`config.mk`:
```
export PLATFORM = sky130hd
export DESIGN_NAME = integer_literal_classifier_unit
export DESIGN_NICKNAME = d
export VERILOG_FILES = /design/src/sv/ilc_pkg.sv /design/src/sv/ilc_front.sv /design/src/sv/ilc_queue.sv /design/src/sv/ilc_back.sv /design/src/sv/integer_literal_classifier_unit.sv
export VERILOG_INCLUDE_DIRS = /design/src /design/src/sv
export SDC_FILE = /design/constraint.sdc
export NUM_CORES = 1
export LEC_CHECK = 0
export ABC_AREA = 1
export ABC_CLOCK_PERIOD_IN_PS = 9200
export BUFFER_PORTS_ARGS = -buffer_cell sky130_fd_sc_hd__clkbuf_2
export CORE_UTILIZATION = 40
export DETAILED_ROUTE_END_ITERATION = 8
export HOLD_SLACK_MARGIN = 0.1
export PLACE_DENSITY = 0.64
export SKIP_LAST_GASP = 1
export SLEW_MARGIN = 10
export SYNTH_ARGS = -nofsm -noshare
export SYNTH_HDL_FRONTEND = slang
export SYNTH_SLANG_ARGS = --single-unit
```
`constraint.sdc`:
```
create_clock -name i_clk -period 9.2 [get_ports i_clk]
set_clock_uncertainty 0.1 [all_clocks]
set_input_delay 2.3 -clock i_clk [delete_from_list [all_inputs] [get_ports i_clk]]
set_output_delay 2.3 -clock i_clk [all_outputs]
set_load 0.01 [all_outputs]
```
`src/sv/integer_literal_classifier_unit_defines.svh`:
```
// assertion macros shared by the integer literal classifier modules
// depends on nothing; taken in by the modules that carry assertions
`ifndef INTEGER_LITERAL_CLASSIFIER_UNIT_DEFINES_SVH
`define INTEGER_LITERAL_CLASSIFIER_UNIT_DEFINES_SVH

// condition must never hold outside reset
`define ILC_ASSERT_NEVER(lbl, clk, rstn, cond, msg) \
    lbl: assert property (@(posedge clk) disable iff (!rstn) !(cond)) else $error(msg);

// consequent must hold in the same cycle as the antecedent
`define ILC_ASSERT_IMPL(lbl, clk, rstn, ante, cons, msg) \
    lbl: assert property (@(posedge clk) disable iff (!rstn) (ante) |-> (cons)) else $error(msg);

// consequent must hold in the cycle after the antecedent
`define ILC_ASSERT_NEXT(lbl, clk, rstn, ante, cons, msg) \
    lbl: assert property (@(posedge clk) disable iff (!rstn) (ante) |=> (cons)) else $error(msg);

`endif

```
`src/sv/ilc_pkg.sv`:
```
// types, codes and byte classification functions of the integer literal classifier
// depends on nothing; used by every module of the block
package ilc_pkg;

    // default saturating counter width
    localparam int COUNT_WIDTH_DEF = 16;
    // width of each counter field on the result bus
    localparam int OUT_W = 16;
    // entries of the command queue between front and back
    localparam int QUEUE_DEPTH = 2;

    // byte codes
    localparam logic [7:0] CH_NL    = 8'h0a;
    localparam logic [7:0] CH_TAB   = 8'h09;
    localparam logic [7:0] CH_CR    = 8'h0d;
    localparam logic [7:0] CH_SPACE = 8'h20;
    localparam logic [7:0] CH_0     = 8'h30;
    localparam logic [7:0] CH_1     = 8'h31;
    localparam logic [7:0] CH_7     = 8'h37;
    localparam logic [7:0] CH_9     = 8'h39;
    localparam logic [7:0] CH_UA    = 8'h41;
    localparam logic [7:0] CH_UB    = 8'h42;
    localparam logic [7:0] CH_UF    = 8'h46;
    localparam logic [7:0] CH_UX    = 8'h58;
    localparam logic [7:0] CH_LA    = 8'h61;
    localparam logic [7:0] CH_LB    = 8'h62;
    localparam logic [7:0] CH_LF    = 8'h66;
    localparam logic [7:0] CH_LX    = 8'h78;

    // scan state of the word in progress
    typedef enum logic [3:0] {
        PH_EMPTY  = 4'd0,
        PH_ZERO   = 4'd1,
        PH_DEC    = 4'd2,
        PH_DECBAD = 4'd3,
        PH_OCT    = 4'd4,
        PH_OCTBAD = 4'd5,
        PH_HX0    = 4'd6,
        PH_HEX    = 4'd7,
        PH_HEXBAD = 4'd8,
        PH_BN0    = 4'd9,
        PH_BIN    = 4'd10,
        PH_BINBAD = 4'd11,
        PH_NOT    = 4'd12
    } t_phase;

    // reported word class
    typedef enum logic [3:0] {
        CLS_DEC    = 4'd0,
        CLS_OCT    = 4'd1,
        CLS_HEX    = 4'd2,
        CLS_BIN    = 4'd3,
        CLS_BADOCT = 4'd4,
        CLS_BADHEX = 4'd5,
        CLS_BADBIN = 4'd6,
        CLS_BADDEC = 4'd7,
        CLS_NOT    = 4'd8,
        CLS_NONE   = 4'd9
    } t_class;

    // command from front to back
    typedef struct packed {
        logic   emit;      // a result item goes out
        logic   has_word;  // a word finished
        logic   line_inc;  // a line is counted
        t_class cls;
    } t_cmd;

    function automatic logic f_is_ws(input logic [7:0] c);
        return (c == CH_SPACE) || (c inside {[CH_TAB:CH_CR]});
    endfunction

    function automatic logic f_is_dig(input logic [7:0] c);
        return c inside {[CH_0:CH_9]};
    endfunction

    function automatic logic f_is_oct(input logic [7:0] c);
        return c inside {[CH_0:CH_7]};
    endfunction

    function automatic logic f_is_hexd(input logic [7:0] c);
        return c inside {[CH_0:CH_9], [CH_LA:CH_LF], [CH_UA:CH_UF]};
    endfunction

    // next scan state for a byte that is not whitespace
    function automatic t_phase f_advance(input t_phase ph, input logic [7:0] c);
        t_phase nxt;
        nxt = ph;
        case (ph)
            PH_EMPTY: begin
                if (c == CH_0)         nxt = PH_ZERO;
                else if (f_is_dig(c))  nxt = PH_DEC;
                else                   nxt = PH_NOT;
            end
            PH_ZERO: begin
                if (f_is_oct(c))                      nxt = PH_OCT;
                else if (c inside {CH_LX, CH_UX})     nxt = PH_HX0;
                else if (c inside {CH_LB, CH_UB})     nxt = PH_BN0;
                else                                  nxt = PH_DECBAD;
            end
            PH_DEC:           nxt = f_is_dig(c) ? PH_DEC : PH_DECBAD;
            PH_OCT:           nxt = f_is_oct(c) ? PH_OCT : PH_OCTBAD;
            PH_HX0, PH_HEX:   nxt = f_is_hexd(c) ? PH_HEX : PH_HEXBAD;
            PH_BN0, PH_BIN:   nxt = (c inside {CH_0, CH_1}) ? PH_BIN : PH_BINBAD;
            default:          nxt = ph;
        endcase
        return nxt;
    endfunction

    // class of a finished word
    function automatic t_class f_phase_class(input t_phase ph);
        t_class cls;
        case (ph)
            PH_DEC:               cls = CLS_DEC;
            PH_OCT:               cls = CLS_OCT;
            PH_HEX:               cls = CLS_HEX;
            PH_BIN:               cls = CLS_BIN;
            PH_OCTBAD:            cls = CLS_BADOCT;
            PH_HX0, PH_HEXBAD:    cls = CLS_BADHEX;
            PH_BN0, PH_BINBAD:    cls = CLS_BADBIN;
            PH_ZERO, PH_DECBAD:   cls = CLS_BADDEC;
            default:              cls = CLS_NOT;
        endcase
        return cls;
    endfunction

endpackage

```
`src/sv/ilc_front.sv`:
```
// front end: splits the byte stream into words and tracks the scan state
// depends on ilc_pkg; feeds commands into ilc_queue
module ilc_front (
    input  logic            i_clk,
    input  logic            i_rst_n,
    input  logic            i_valid,
    input  logic [7:0]      i_ch,
    input  logic            i_end,
    input  logic            i_q_full,
    output logic            o_ready,
    output logic            o_push,
    output ilc_pkg::t_cmd   o_cmd
);

    ilc_pkg::t_phase r_phase, n_phase;
    logic            r_line_open, n_line_open;
    logic            w_accept;
    logic            w_had;
    logic            w_nl;

    assign o_ready  = !i_q_full;
    assign w_accept = i_valid && o_ready;
    assign w_had    = (r_phase != ilc_pkg::PH_EMPTY);
    assign w_nl     = (i_ch == ilc_pkg::CH_NL);

    // decode one byte into a command and the next scan state
    always_comb begin
        n_phase         = r_phase;
        n_line_open     = r_line_open;
        o_push          = 1'b0;
        o_cmd.emit      = 1'b0;
        o_cmd.has_word  = w_had;
        o_cmd.line_inc  = 1'b0;
        o_cmd.cls       = ilc_pkg::f_phase_class(r_phase);
        if (w_accept) begin
            if (i_end) begin
                o_push         = 1'b1;
                o_cmd.emit     = 1'b1;
                o_cmd.line_inc = r_line_open;
                if (!w_had) begin
                    o_cmd.cls = ilc_pkg::CLS_NONE;
                end
                n_phase     = ilc_pkg::PH_EMPTY;
                n_line_open = 1'b0;
            end else if (ilc_pkg::f_is_ws(i_ch)) begin
                o_push         = w_had || w_nl;
                o_cmd.emit     = w_had;
                o_cmd.line_inc = w_nl;
                n_phase        = ilc_pkg::PH_EMPTY;
                n_line_open    = !w_nl;
            end else begin
                n_phase     = ilc_pkg::f_advance(r_phase, i_ch);
                n_line_open = 1'b1;
            end
        end
    end

    // scan state registers
    always_ff @(posedge i_clk) begin
        if (!i_rst_n) begin
            r_phase     <= ilc_pkg::PH_EMPTY;
            r_line_open <= 1'b0;
        end else begin
            r_phase     <= n_phase;
            r_line_open <= n_line_open;
        end
    end

endmodule

```
`src/sv/ilc_queue.sv`:
```
// short command queue that decouples the front end from the counter back end
// depends on ilc_pkg and the assertion macro header
`include "integer_literal_classifier_unit_defines.svh"
module ilc_queue (
    input  logic            i_clk,
    input  logic            i_rst_n,
    input  logic            i_push,
    input  ilc_pkg::t_cmd   i_data,
    input  logic            i_pop,
    output logic            o_full,
    output logic            o_valid,
    output ilc_pkg::t_cmd   o_data
);

    localparam int DEPTH = ilc_pkg::QUEUE_DEPTH;
    localparam int PTR_W = (DEPTH > 1) ? $clog2(DEPTH) : 1;
    localparam int CNT_W = $clog2(DEPTH + 1);

    ilc_pkg::t_cmd    r_mem [DEPTH];
    logic [PTR_W-1:0] r_wr, n_wr;
    logic [PTR_W-1:0] r_rd, n_rd;
    logic [CNT_W-1:0] r_cnt, n_cnt;

    assign o_full  = (r_cnt == CNT_W'(DEPTH));
    assign o_valid = (r_cnt != '0);
    assign o_data  = r_mem[r_rd];

    // pointer and fill update
    always_comb begin
        n_wr  = r_wr;
        n_rd  = r_rd;
        n_cnt = r_cnt;
        if (i_push) begin
            n_wr = (r_wr == PTR_W'(DEPTH - 1)) ? '0 : r_wr + 1'b1;
        end
        if (i_pop) begin
            n_rd = (r_rd == PTR_W'(DEPTH - 1)) ? '0 : r_rd + 1'b1;
        end
        if (i_push && !i_pop) begin
            n_cnt = r_cnt + 1'b1;
        end else if (!i_push && i_pop) begin
            n_cnt = r_cnt - 1'b1;
        end
    end

    always_ff @(posedge i_clk) begin
        if (!i_rst_n) begin
            r_wr  <= '0;
            r_rd  <= '0;
            r_cnt <= '0;
        end else begin
            r_wr  <= n_wr;
            r_rd  <= n_rd;
            r_cnt <= n_cnt;
        end
    end

    // entry storage
    always_ff @(posedge i_clk) begin
        if (i_push) begin
            r_mem[r_wr] <= i_data;
        end
    end

    `ILC_ASSERT_NEVER(a_no_push_full, i_clk, i_rst_n, i_push && o_full, "push into full queue")
    `ILC_ASSERT_NEVER(a_no_pop_empty, i_clk, i_rst_n, i_pop && !o_valid, "pop from empty queue")

endmodule

```
`src/sv/ilc_back.sv`:
```
// back end: saturating word, class and line counters and the result register
// depends on ilc_pkg and the assertion macro header; pops commands from ilc_queue
`include "integer_literal_classifier_unit_defines.svh"
module ilc_back #(
    parameter int COUNT_WIDTH = ilc_pkg::COUNT_WIDTH_DEF
) (
    input  logic                       i_clk,
    input  logic                       i_rst_n,
    input  logic                       i_q_valid,
    input  ilc_pkg::t_cmd              i_cmd,
    output logic                       o_pop,
    output logic                       o_valid,
    input  logic                       i_ready,
    output logic [3:0]                 o_class,
    output logic [7*ilc_pkg::OUT_W-1:0] o_data
);

    localparam int OW = ilc_pkg::OUT_W;

    logic [COUNT_WIDTH-1:0] r_words, n_words;
    logic [COUNT_WIDTH-1:0] r_lines, n_lines;
    logic [COUNT_WIDTH-1:0] r_cls_cnt [4];
    logic [COUNT_WIDTH-1:0] n_cls_cnt [4];
    logic [COUNT_WIDTH-1:0] w_line;
    logic [COUNT_WIDTH+OW-1:0] w_ext [7];

    logic                 r_valid;
    logic [3:0]           r_class;
    logic [7*OW-1:0]      r_data, n_data;

    assign o_pop   = i_q_valid && (!i_cmd.emit || !r_valid || i_ready);
    assign o_valid = r_valid;
    assign o_class = r_class;
    assign o_data  = r_data;

    // counter update for the command at the queue head
    always_comb begin
        w_line  = (r_lines == '1) ? r_lines : r_lines + 1'b1;
        n_words = r_words;
        n_lines = r_lines;
        for (int k = 0; k < 4; k++) begin
            n_cls_cnt[k] = r_cls_cnt[k];
        end
        if (o_pop) begin
            if (i_cmd.has_word) begin
                n_words = (r_words == '1) ? r_words : r_words + 1'b1;
                for (int k = 0; k < 4; k++) begin
                    if (i_cmd.cls == ilc_pkg::t_class'(k)) begin
                        n_cls_cnt[k] = (r_cls_cnt[k] == '1) ? r_cls_cnt[k]
                                                            : r_cls_cnt[k] + 1'b1;
                    end
                end
            end
            if (i_cmd.line_inc) begin
                n_lines = (r_lines == '1) ? r_lines : r_lines + 1'b1;
            end
        end
    end

    // low bits of each counter for the result fields
    always_comb begin
        w_ext[0] = {{OW{1'b0}}, (i_cmd.has_word ? w_line : {COUNT_WIDTH{1'b0}})};
        w_ext[1] = {{OW{1'b0}}, n_words};
        w_ext[2] = {{OW{1'b0}}, n_cls_cnt[0]};
        w_ext[3] = {{OW{1'b0}}, n_cls_cnt[1]};
        w_ext[4] = {{OW{1'b0}}, n_cls_cnt[2]};
        w_ext[5] = {{OW{1'b0}}, n_cls_cnt[3]};
        w_ext[6] = {{OW{1'b0}}, n_lines};
        for (int k = 0; k < 7; k++) begin
            n_data[k*OW +: OW] = w_ext[k][OW-1:0];
        end
    end

    // counter registers
    always_ff @(posedge i_clk) begin
        if (!i_rst_n) begin
            r_words <= '0;
            r_lines <= '0;
            for (int k = 0; k < 4; k++) begin
                r_cls_cnt[k] <= '0;
            end
        end else begin
            r_words <= n_words;
            r_lines <= n_lines;
            for (int k = 0; k < 4; k++) begin
                r_cls_cnt[k] <= n_cls_cnt[k];
            end
        end
    end

    // result register valid flag
    always_ff @(posedge i_clk) begin
        if (!i_rst_n) begin
            r_valid <= 1'b0;
        end else if (o_pop && i_cmd.emit) begin
            r_valid <= 1'b1;
        end else if (i_ready) begin
            r_valid <= 1'b0;
        end
    end

    // result payload
    always_ff @(posedge i_clk) begin
        if (o_pop && i_cmd.emit) begin
            r_class <= i_cmd.cls;
            r_data  <= n_data;
        end
    end

    `ILC_ASSERT_NEXT(a_emit_loads, i_clk, i_rst_n, o_pop && i_cmd.emit, r_valid, "result not loaded")
    `ILC_ASSERT_IMPL(a_words_mono, i_clk, i_rst_n, $past(i_rst_n), r_words >= $past(r_words), "word count fell")
    `ILC_ASSERT_IMPL(a_lines_mono, i_clk, i_rst_n, $past(i_rst_n), r_lines >= $past(r_lines), "line count fell")

endmodule

```
`src/sv/integer_literal_classifier_unit.sv`:
```
// Integer literal classifier, top level.
// Input stream: one text byte per item in s_axis tdata, tlast marks the end of
// the stream (its byte is ignored, a pending word is flushed and an open last
// line is counted). Words split at space, tab, newline, vertical tab, form feed
// and carriage return; a newline also counts a line.
// Output stream: one item for each word finished by whitespace and one for each end item.
// tuser carries the word class, tdata the line number of the word and the
// saturating word, decimal, octal, hex, binary and line counts.
// Throughput: one input item per cycle while tready is high; the front end decodes each
// accepted byte, the back end updates all counters for one command per cycle unless a result waits.
// The command for the byte that finishes a word passes through the command queue entry,
// then the result register; a result held by the receiver can stall it between them.
// Reset clears the scan state, the queue and all counters; no item is held.
// When the receiver stalls, the result register holds, the queue fills, and
// tready drops once both queue entries are taken; whitespace inside a line
// that finishes no word passes without using a queue entry.
// depends on ilc_pkg, ilc_front, ilc_queue and ilc_back
module integer_literal_classifier_unit #(
    parameter int COUNT_WIDTH = ilc_pkg::COUNT_WIDTH_DEF
) (
    input  logic          i_clk,
    input  logic          i_rst_n,
    input  logic          i_s_axis_tvalid,
    output logic          o_s_axis_tready,
    input  logic [7:0]    i_s_axis_tdata,   // [7:0] ch
    input  logic          i_s_axis_tlast,   // end_of_input
    output logic          o_m_axis_tvalid,
    input  logic          i_m_axis_tready,
    // [15:0] line_number, [31:16] word_count, [47:32] decimal_count,
    // [63:48] octal_count, [79:64] hex_count, [95:80] binary_count,
    // [111:96] line_count
    output logic [111:0]  o_m_axis_tdata,
    output logic [3:0]    o_m_axis_tuser    // [3:0] word_class
);

    logic          w_q_full;
    logic          w_push;
    ilc_pkg::t_cmd w_push_cmd;
    logic          w_q_valid;
    ilc_pkg::t_cmd w_head_cmd;
    logic          w_pop;

    ilc_front u_front (
        .i_clk    (i_clk),
        .i_rst_n  (i_rst_n),
        .i_valid  (i_s_axis_tvalid),
        .i_ch     (i_s_axis_tdata),
        .i_end    (i_s_axis_tlast),
        .i_q_full (w_q_full),
        .o_ready  (o_s_axis_tready),
        .o_push   (w_push),
        .o_cmd    (w_push_cmd)
    );

    ilc_queue u_queue (
        .i_clk   (i_clk),
        .i_rst_n (i_rst_n),
        .i_push  (w_push),
        .i_data  (w_push_cmd),
        .i_pop   (w_pop),
        .o_full  (w_q_full),
        .o_valid (w_q_valid),
        .o_data  (w_head_cmd)
    );

    ilc_back #(
        .COUNT_WIDTH (COUNT_WIDTH)
    ) u_back (
        .i_clk     (i_clk),
        .i_rst_n   (i_rst_n),
        .i_q_valid (w_q_valid),
        .i_cmd     (w_head_cmd),
        .o_pop     (w_pop),
        .o_valid   (o_m_axis_tvalid),
        .i_ready   (i_m_axis_tready),
        .o_class   (o_m_axis_tuser),
        .o_data    (o_m_axis_tdata)
    );

endmodule
```
==> impl_metrics.tcl, run 1 <==
set metrics [dict create \
    cts.path.max_buffers 3 \
    overflow 0 \
    worstPathRequired_ns 9.22 \
    crit_path_start_kind "input port" \
    wire_per_inst_um 12.41 \
    diodes 0 \
    cts.repair.resized 0 \
    final_nets 1368 \
    syn-num-nets 1229 \
    place_hpwl_um 14730 \
    routabilityCongestion 0.8960 \
    synth_cell_types 49 \
    netlist_area_um2 10690 \
    ys_async_sr_fraction_pct 0 \
    arrival_ns 4.23 \
    holdPathStages 1 \
    synthCells 1204 \
    synth_top_area_share_pct 36.50 \
    tns_ns 0 \
    timing.final.crit_share_pct 45.76 \
    wl_um 21050 \
    ys_top_cells_by_count "nand2_1, inv_1, nor2_1, edfxtp_1, dfxtp_1" \
    numPortBuffers 130 \
    p_leak_uw 0.005579 \
    min_period_ns 4.210 \
    root_buffer "clkbuf_16" \
    fp.dieW_um 165.5 \
    hold_path.class "reg -> reg" \
    fmax_ghz 0.2375 \
    grt.total_usage_pct 15.25 \
    status "finished with violations" \
    die_h_um 165.5 \
    r2r_slack_ns 6.17 \
    num_rows 59 \
    hold_slack_ns 0.3560 \
    yosys_warnings 0 \
    synth_edf_count 130 \
    grt_start_max_net_pins 85 \
    post_cts_buffers 0 \
    drtPass1Iterations 7 \
    cts.clk_slew.worst_paths_ns 0.06 \
    vias 7909 \
    rsz0062_at_grt "no" \
    end_kind "register" \
    die_area_um2 27390 \
    criticalPathCategory "in -> reg" \
    core_um2 26130 \
    synth-main-ff-cell "edfxtp_1" \
    postPlaceCellArea_um2 11690 \
    yosysMostFrequentCell "nand2_1" \
    cts_sinks 241 \
    min-delay-start "u_queue.r_rd$_SDFFE_PN0P_" \
    seq_area_frac_synth_pct 57.28 \
    start_util_pct 40.92 \
    setup_violations 0 \
    place_inst 1651 \
    hold_buffers 0 \
    drt_iter0_drc 444 \
    relSlewSlack_pct 27.37 \
    yosysTopAreaCell "edfxtp_1" \
    antenna_found_initial 0 \
    cap_violations 0 \
    ios 131 \
    syn_to_final_growth_pct 16.91 \
    vias_per_cell 4.663 \
    cts_max_level 1 \
    finalMaxSlewViolations 0 \
    finalHoldViolCount 0 \
    avgSynthCellArea_um2 8.882 \
    clk_latency_ns 0.50 \
    ant_nets 0 \
    grt_pass1_vias 7354 \
    fin_area_um2 12500 \
    path_max_fanout 84 \
    ys_top_cells_by_area "edfxtp_1, dfxtp_1, nand2_1" \
    cts_tree "built" \
    worstRegToRegCells 7 \
    grt_first_pass_wirelength_um 34110 \
    drc 26 \
    drive_above_1_share_pct 16.24 \
    numCtsBuffers 25 \
    failed_checks "design-rule violations" \
    power_density_nw_per_um2 249.2 \
    timing.rr.end "u_back.o_data[71]$_DFFE_PP_" \
    tightestPinTransition_ns 1.089 \
    peakVddDrop_mv 0.1190 \
    final_cells 1696 \
    yosys_register_bits 241 \
]
[metal layers]
layer	global-route usage (%)	wire, µm	share of wire [%]
met1	20.50	9928	47
met4	3.595	348	1.7
met2	25.76	9835	47
met3	2.248	935	4.4
met5	0	0	0
[worst max path at each step]
| stage | endpoint | depth (start not counted) | from | slack [ns] |
|---|---|---|---|---|
| floorplan | u_back.o_class[0]$_DFFE_PP_ | 4 | i_m_axis_tready | 3.69 |
| CTS | u_back.o_data[39]$_DFFE_PP_ | 6 | i_m_axis_tready | 4.96 |
| global route | u_back.o_data[35]$_DFFE_PP_ | 6 | i_m_axis_tready | 4.79 |
| global placement | u_back.o_data[52]$_DFFE_PP_ | 6 | i_m_axis_tready | 4.49 |
| detailed placement | u_back.o_data[52]$_DFFE_PP_ | 6 | i_m_axis_tready | 4.43 |
| finish | u_back.o_data[71]$_DFFE_PP_ | 6 | i_m_axis_tready | 4.99 |
[critical path, stage by stage]
cell and delay [ns]:
clkbuf_2 0.08, nor2_1 0.09, a22oi_2 0.29, nand2_1 0.14
inv_4 0.37, buf_4 0.91
[cells by family after synthesis]
family / share of synthesized area [%]
buffers and inverters: 7.968
XOR/XNOR: 3.686
AND/OR/NAND/NOR: 24.63
AO/OA/AOI/OAI: 5.031
adder cells (fa/ha/maj): 1.404
flip-flops: 57.28
[per-stage QoR]
| step | setup WS, ns | util, % | power [µW] |
|---|---|---|---|
| finish | 4.990 | 47.84 | 3115 |
| floorplan | 3.692 | - | 1919 |
| CTS | 4.957 | 47.84 | 3158 |
| detailed placement | 4.429 | 44.74 | 2156 |
| global route | 4.786 | 47.84 | 3288 |
| global placement | 4.491 | 44.74 | 2141 |
[layout make-up]
class	count	area, µm²
clock buffer	32	661.9
sequential	241	6126
inverter	203	765.7
clock inverter	13	147.6
fill	2486	13630
timing repair buffer	132	665.6
tap	335	419.2
multi-input combinational	740	3716
[placed cells by master, fill, tap and decap left out, types with 12 or more instances in the layout]
master	count
clkbuf_16	25
a21oi_1	35
nand2_1	251
edfxtp_1	130
xor2_1	34
ha_1	12
nor2_1	163
nor3_1	25
nand3_1	61
o21ai_0	39
clkbuf_2	130
dfxtp_1	111
inv_1	191
nand4_1	25
[sequential cells by signal, indices dropped and copies added (netlist names), 2 cells and up, named ones only]
register	flops
u_back.o_data	112
u_back.r_cls_cnt	64
u_back.r_lines	16
u_back.r_words	16
u_queue.r_mem	14
u_back.o_class	4
u_front.r_phase	4
u_queue.r_cnt	2
[power by group]
group	total, µW	switching (µW)	internal (µW)	leakage (µW)
Combinational	646	451	194	0.00306
Clock	995	402	592	0.000384
Sequential	1470	87.2	1390	0.00213
Power figures use the tool's default switching activity.
==> run 2: changes to the inputs <==
--- a/config.mk
+++ b/config.mk
@@ -6,13 +6,13 @@
 export SDC_FILE = /design/constraint.sdc
 export NUM_CORES = 1
 export LEC_CHECK = 0
-export ABC_AREA = 1
-export ABC_CLOCK_PERIOD_IN_PS = 9200
+export ABC_AREA = 0
+export ABC_CLOCK_PERIOD_IN_PS = 4100
 export BUFFER_PORTS_ARGS = -buffer_cell sky130_fd_sc_hd__clkbuf_2
 export CORE_UTILIZATION = 40
 export DETAILED_ROUTE_END_ITERATION = 8
 export HOLD_SLACK_MARGIN = 0.1
-export PLACE_DENSITY = 0.64
+export PLACE_DENSITY = 0.65
 export SKIP_LAST_GASP = 1
 export SLEW_MARGIN = 10
 export SYNTH_ARGS = -nofsm -noshare
==> constraint.sdc (replaced) <==
create_clock -name i_clk -period 4.1 [get_ports i_clk]
set_clock_uncertainty 0.1 [all_clocks]
set_input_delay 1.025 -clock i_clk [delete_from_list [all_inputs] [get_ports i_clk]]
set_output_delay 1.025 -clock i_clk [all_outputs]
set_load 0.01 [all_outputs]
==> impl_metrics.tcl, run 2 <==
set metrics [dict create \
    crit_path_start_kind "input port" \
    rsz0062_at_grt "no" \
    diodes 0 \
    ios 131 \
    die_h_um 163.7 \
    ant_nets 0 \
    cts.repair.resized 0 \
    avgSynthCellArea_um2 11.68 \
    synth-main-ff-cell "edfxtp_1" \
    synthMuxAreaShare_pct 3.184 \
    finalHoldViolCount 0 \
    hold_buffers 0 \
    numPortBuffers 130 \
    place_hpwl_um 13520 \
    drtPass1Iterations 5 \
    cpPeakStageDelay_ns 0.38 \
    grt.total_usage_pct 14.85 \
    root_buffer "clkbuf_16" \
    vias 6895 \
    grt_start_max_net_pins 73 \
    num_rows 58 \
    overflow 0 \
    postLayoutSetupSlackWorst_ns 0.8578 \
    cts_tree "built" \
    r2r_slack_ns 0.92 \
    synthAdderAreaFrac_pct 1.436 \
    synthCells 895 \
    ys_async_sr_fraction_pct 0 \
    cts.clk_slew.worst_paths_ns 0.06 \
    final_common_cell "edfxtp_1" \
    holdPathStages 1 \
    drive_above_1_share_pct 20.90 \
    clk_latency_ns 0.51 \
    netlist_area_um2 10450 \
    peakVddDrop_mv 0.3125 \
    fp.dieW_um 163.7 \
    syn-num-nets 920 \
    synth_top_family_by_area "simple AND/OR/NAND/NOR gates" \
    grt_first_pass_wirelength_um 32270 \
    ys_top_cells_by_area "edfxtp_1, dfxtp_1, and2_1" \
    wl_um 19890 \
    syn_to_final_growth_pct 17.64 \
    synth_cell_types 74 \
    routabilityCongestion 0.8054 \
    fin_util_pct 48.42 \
    whs_endpoint "u_queue.r_mem[1][3]$_DFFE_PP_" \
    cts_max_level 1 \
    drt_iter0_drc 435 \
    fin_area_um2 12300 \
    arrival_ns 3.54 \
    worstRegToRegCells 9 \
    cts_sinks 241 \
    post_cts_buffers 0 \
    finalMaxSlewViolations 0 \
    postPlaceCellArea_um2 11470 \
    final_nets 1055 \
    crit_chain "clkbuf_2 -> nor4b_1 -> o21ai_1 -> nand3b_1 -> o31ai_2 -> a2111oi_0 -> buf_4 -> o21ai_0 -> ha_1 -> and4_1 -> a211o_1" \
    yosys_warnings 0 \
    largest_register_ffs 112 \
    end_kind "register" \
    synth_compound_area_share_pct 5.290 \
    synth_top_area_share_pct 37.34 \
    cp-startpoint "i_s_axis_tdata[3]" \
    final_cell_mix "edfxtp_1, clkbuf_2, dfxtp_1, and2_1, nor2_1" \
    seq_area_frac_synth_pct 58.60 \
    cp_slowest_cell "a2111oi_0" \
    power_density_nw_per_um2 524.7 \
    numCtsBuffers 25 \
    grt_pass1_vias 6424 \
    vias_per_cell 5.004 \
    antenna_found_initial 0 \
    synthSimpleGateAreaFrac_pct 22.37 \
    hold_path.class "reg -> reg" \
    core_um2 25400 \
    ys_top_cells_by_count "edfxtp_1, dfxtp_1, and2_1, nor2_1, xnor2_1" \
    tightestPinTransition_ns 0.8126 \
    die_area_um2 26780 \
    start_util_pct 41.16 \
    path_max_fanout 11 \
    status "finished clean" \
    setup_violations 0 \
    r2r_start "u_front.r_phase[2]$_SDFFE_PN0N_" \
    wire_per_inst_um 14.44 \
    cap_violations 0 \
    fmax_ghz 0.3084 \
    synth_edf_count 130 \
    yosys_register_bits 241 \
    worstPathRequired_ns 4.40 \
    tns_ns 0 \
    cts.path.max_buffers 3 \
    min_period_ns 3.242 \
    drc 0 \
    yosysTopAreaCell "edfxtp_1" \
    pre_cts_slack_ns 0.3344 \
    p_leak_uw 0.004695 \
    yosysMostFrequentCell "edfxtp_1" \
    synthXorXnorAreaFrac_pct 6.954 \
    criticalPathCategory "in -> reg" \
    relSlewSlack_pct 45.83 \
    timing.final.crit_share_pct 79.08 \
]
## run 2: cell count changes after synthesis, moves of 14 or more
| cell | previous run | this run |
|---|---|---|
| nand2_1 | 251 | 50 |
| inv_1 | 193 | 22 |
| nor2_1 | 163 | 55 |
| and2_1 | 8 | 106 |
| xnor2_1 | 11 | 52 |
| o21ai_0 | 39 | 13 |
| nand3_1 | 61 | 40 |
| nand2b_1 | 0 | 14 |
## run 2: metal layers
layer / global-route usage (%) / up-vias / share of wire (%) / wire, µm
li1: - / 3483 / - / -
met1: 20.65 / 3257 / 48 / 9617
met2: 23.81 / 130 / 46 / 9147
met3: 2.565 / 25 / 4.3 / 848
met4: 3.914 / 0 / 1.4 / 279
met5: 0 / - / 0 / 0
## run 2: worst max-delay path by stage
| stage | to | slack [ns] | depth (start not counted) |
|---|---|---|---|
| 3_5_place_dp | register | 0.33 | 11 |
| 6_report | register | 0.86 | 11 |
| 4_1_cts | register | 0.89 | 11 |
| 3_3_place_gp | register | 0.39 | 11 |
| 2_1_floorplan | u_back.o_class[0]$_DFFE_PP_ | 0.50 | 3 |
| 5_1_grt | register | 0.70 | 9 |
## run 2: cells by family after synthesis
kind of cell	Yosys count
fa+ha+maj	12
xor+xnor	83
simple gates	397
buf+inv	52
mux	28
compound gates	82
flops	241
## run 2: through the flow
step	std cells	total power, µW	hold slack [ns]
2_1_floorplan	895	3816	0.3780
3_3_place_gp	1333	4232	0.3861
3_5_place_dp	1333	4250	0.4028
4_1_cts	1378	6565	0.4100
5_1_grt	1378	6787	0.4294
6_report	1378	6453	0.4121
## run 2: critical path, delay by kind of cell
kind | cells | cell delay [ns]
compound gates | 5 | 1.03
fa+ha+maj | 1 | 0.33
buf+inv | 2 | 0.36
simple gates | 3 | 0.79
## run 2: where the power goes
| group | internal, µW | switching, µW | total, µW |
|---|---|---|---|
| registers | 2950 | 127 | 3080 |
| logic | 383 | 708 | 1090 |
| clock network | 1390 | 897 | 2280 |
| total | 4720 | 1730 | 6450 |
## run 2: final cells by class
| type | count | area, µm² |
|---|---|---|
| Tap cell | 330 | 412.9 |
| Fill cell | 2320 | 13100 |
| Timing Repair Buffer | 138 | 735.7 |
| Sequential cell | 241 | 6126 |
| Clock inverter | 15 | 177.7 |
| Multi-Input combinational cell | 602 | 4109 |
| Inverter | 22 | 82.58 |
| Clock buffer | 30 | 654.4 |
==> run 3: changes to the inputs <==
--- a/config.mk
+++ b/config.mk
@@ -6,13 +6,13 @@
 export SDC_FILE = /design/constraint.sdc
 export NUM_CORES = 1
 export LEC_CHECK = 0
-export ABC_AREA = 0
-export ABC_CLOCK_PERIOD_IN_PS = 4100
+export ABC_AREA = 1
+export ABC_CLOCK_PERIOD_IN_PS = 3000
 export BUFFER_PORTS_ARGS = -buffer_cell sky130_fd_sc_hd__clkbuf_2
 export CORE_UTILIZATION = 40
 export DETAILED_ROUTE_END_ITERATION = 8
 export HOLD_SLACK_MARGIN = 0.1
-export PLACE_DENSITY = 0.65
+export PLACE_DENSITY = 0.64
 export SKIP_LAST_GASP = 1
 export SLEW_MARGIN = 10
 export SYNTH_ARGS = -nofsm -noshare
==> constraint.sdc (replaced) <==
create_clock -name i_clk -period 3 [get_ports i_clk]
set_clock_uncertainty 0.1 [all_clocks]
set_input_delay 0.75 -clock i_clk [delete_from_list [all_inputs] [get_ports i_clk]]
set_output_delay 0.75 -clock i_clk [all_outputs]
set_load 0.01 [all_outputs]
==> impl_metrics.tcl, run 3 (same netlist as run 1, synthesis figures left out) <==
set metrics [dict create \
    status "finished with violations" \
    failed_checks "design-rule violations" \
    place_inst 1663 \
    pre_cts_slack_ns 0.09528 \
    crit_path_start_kind "register" \
    cts_max_level 1 \
    vias_per_cell 4.704 \
    hold_path.class "reg -> reg" \
    ios 131 \
    end_kind "register" \
    finalHoldViolCount 0 \
    cp_slowest_cell "dfxtp_1" \
    rsz0062_at_grt "no" \
    timing.final.crit_share_pct 84.49 \
    cts_tree "built" \
    p_leak_uw 0.005673 \
    core_um2 26130 \
    setup_violations 0 \
    cts_sinks 241 \
    wire_per_inst_um 12.35 \
    ant_nets 0 \
    drtPass1Iterations 7 \
    worstPathRequired_ns 3.28 \
    fmax_ghz 0.3945 \
    cts.clk_slew.worst_paths_ns 0.06 \
    antenna_found_initial 0 \
    wl_um 21140 \
    grt_first_pass_wirelength_um 34340 \
    final_cell_mix "nand2_1, inv_1, nor2_1, clkbuf_2, edfxtp_1" \
    relSlewSlack_pct 57.09 \
    largest_register_ffs 112 \
    postLayoutSetupSlackWorst_ns 0.4653 \
    min_period_ns 2.535 \
    clk_latency_ns 0.52 \
    post_cts_buffers 0 \
    diodes 0 \
    tns_ns 0 \
    finalMaxSlewViolations 0 \
    root_buffer "clkbuf_16" \
    die_h_um 165.5 \
    hold_buffers 0 \
    grt.total_usage_pct 15.42 \
    final_cells 1711 \
    tightestPinTransition_ns 0.6429 \
    drive_above_1_share_pct 17.08 \
    crit_chain "ha_1 -> nand3_1 -> nor4_4 -> nand2_2 -> nor2_1 -> inv_1 -> nand2_1 -> xor2_1 -> nand2_1 -> nand2_1" \
    grt_start_max_net_pins 60 \
    cpPeakStageDelay_ns 0.39 \
    vias 8048 \
    peakVddDrop_mv 0.4205 \
    path_max_fanout 6 \
    syn_to_final_growth_pct 18.39 \
    drt_iter0_drc 464 \
    overflow 0 \
    fin_util_pct 48.45 \
    num_rows 59 \
    numCtsBuffers 26 \
    die_area_um2 27390 \
    drc 24 \
    fp.dieW_um 165.5 \
    grt_pass1_vias 7315 \
    power_density_nw_per_um2 764.2 \
    routabilityCongestion 0.8933 \
    start_util_pct 40.92 \
    criticalPathCategory "reg -> reg" \
    arrival_ns 2.82 \
    final_common_cell "nand2_1" \
    final_nets 1381 \
    place_hpwl_um 15250 \
    crit_top_cell "nand2_1" \
    numPortBuffers 130 \
    fill_cells 2470 \
    cts.path.max_buffers 3 \
    cts.repair.resized 0 \
    cap_violations 0 \
]
[run 3: cell count changes in the layout (fill, tap and decap cells not counted), sizes merged, moves of 19 or more]
cell   delta
and2    -100
mux2     -19
nand3    +23
nor2    +116
or2      +19
inv     +180
nand2   +207
o21ai    +35
xnor2    -41
[run 3: path summary, 6_finish.rpt]
check | startpoint | to | slack, ns | cells past startpoint
worst min-delay path | u_queue.r_rd$_SDFFE_PN0P_ | u_queue.r_rd$_SDFFE_PN0P_ | 0.35 | 1
worst max-delay path | u_back.r_lines[0]$_SDFF_PN0_ | u_back.o_data[107]$_DFFE_PP_ | 0.47 | 10
worst min register to register | u_queue.r_rd$_SDFFE_PN0P_ | u_queue.r_rd$_SDFFE_PN0P_ | 0.35 | 1
worst max register to register | u_back.r_lines[0]$_SDFF_PN0_ | u_back.o_data[107]$_DFFE_PP_ | 0.47 | 10
[run 3: cell type report]
cell class	instances	area, µm²	share of cell area (%)
Inverter	203	767.0	6.058
Multi-Input combinational cell	740	3724	29.41
Clock buffer	38	757.0	5.979
Clock inverter	10	75.07	0.5929
Tap cell	335	419.2	3.311
Timing Repair Buffer	144	793.3	6.265
Sequential cell	241	6126	48.38
[run 3: per-layer routing]
layer  vias up  global-route usage, %  wire length, µm
met5         -                      0                0
met3        34                  2.572             1146
met1      3664                  20.85            10040
met4         0                  4.339              427
met2       193                  25.34             9525
li1       4157                      -                -
[run 3: power breakdown]
part	total, µW	internal, µW	switching (µW)
combinational	2110	682	1430
clock	3070	1830	1240
sequential	4500	4240	256
[run 3: through the flow]
| step | hold slack [ns] | instance area [µm²] | total power, µW |
|---|---|---|---|
| after global routing | 0.3771 | 12660 | 10210 |
| after floorplan | 0.3258 | 10710 | 5870 |
| after global placement | 0.3349 | 11830 | 6677 |
| after CTS | 0.3546 | 12660 | 9808 |
| after detailed placement | 0.3458 | 11830 | 6709 |
| final | 0.3520 | 12660 | 9676 |
[run 3: critical path, delay by kind of cell, from the launching register on]
kind	cells	cell delay [ns]
flip-flops	1	0.39
buffers and inverters	1	0.18
adder cells (fa/ha/maj)	1	0.23
AND/OR/NAND/NOR	7	1.28
XOR/XNOR	1	0.23
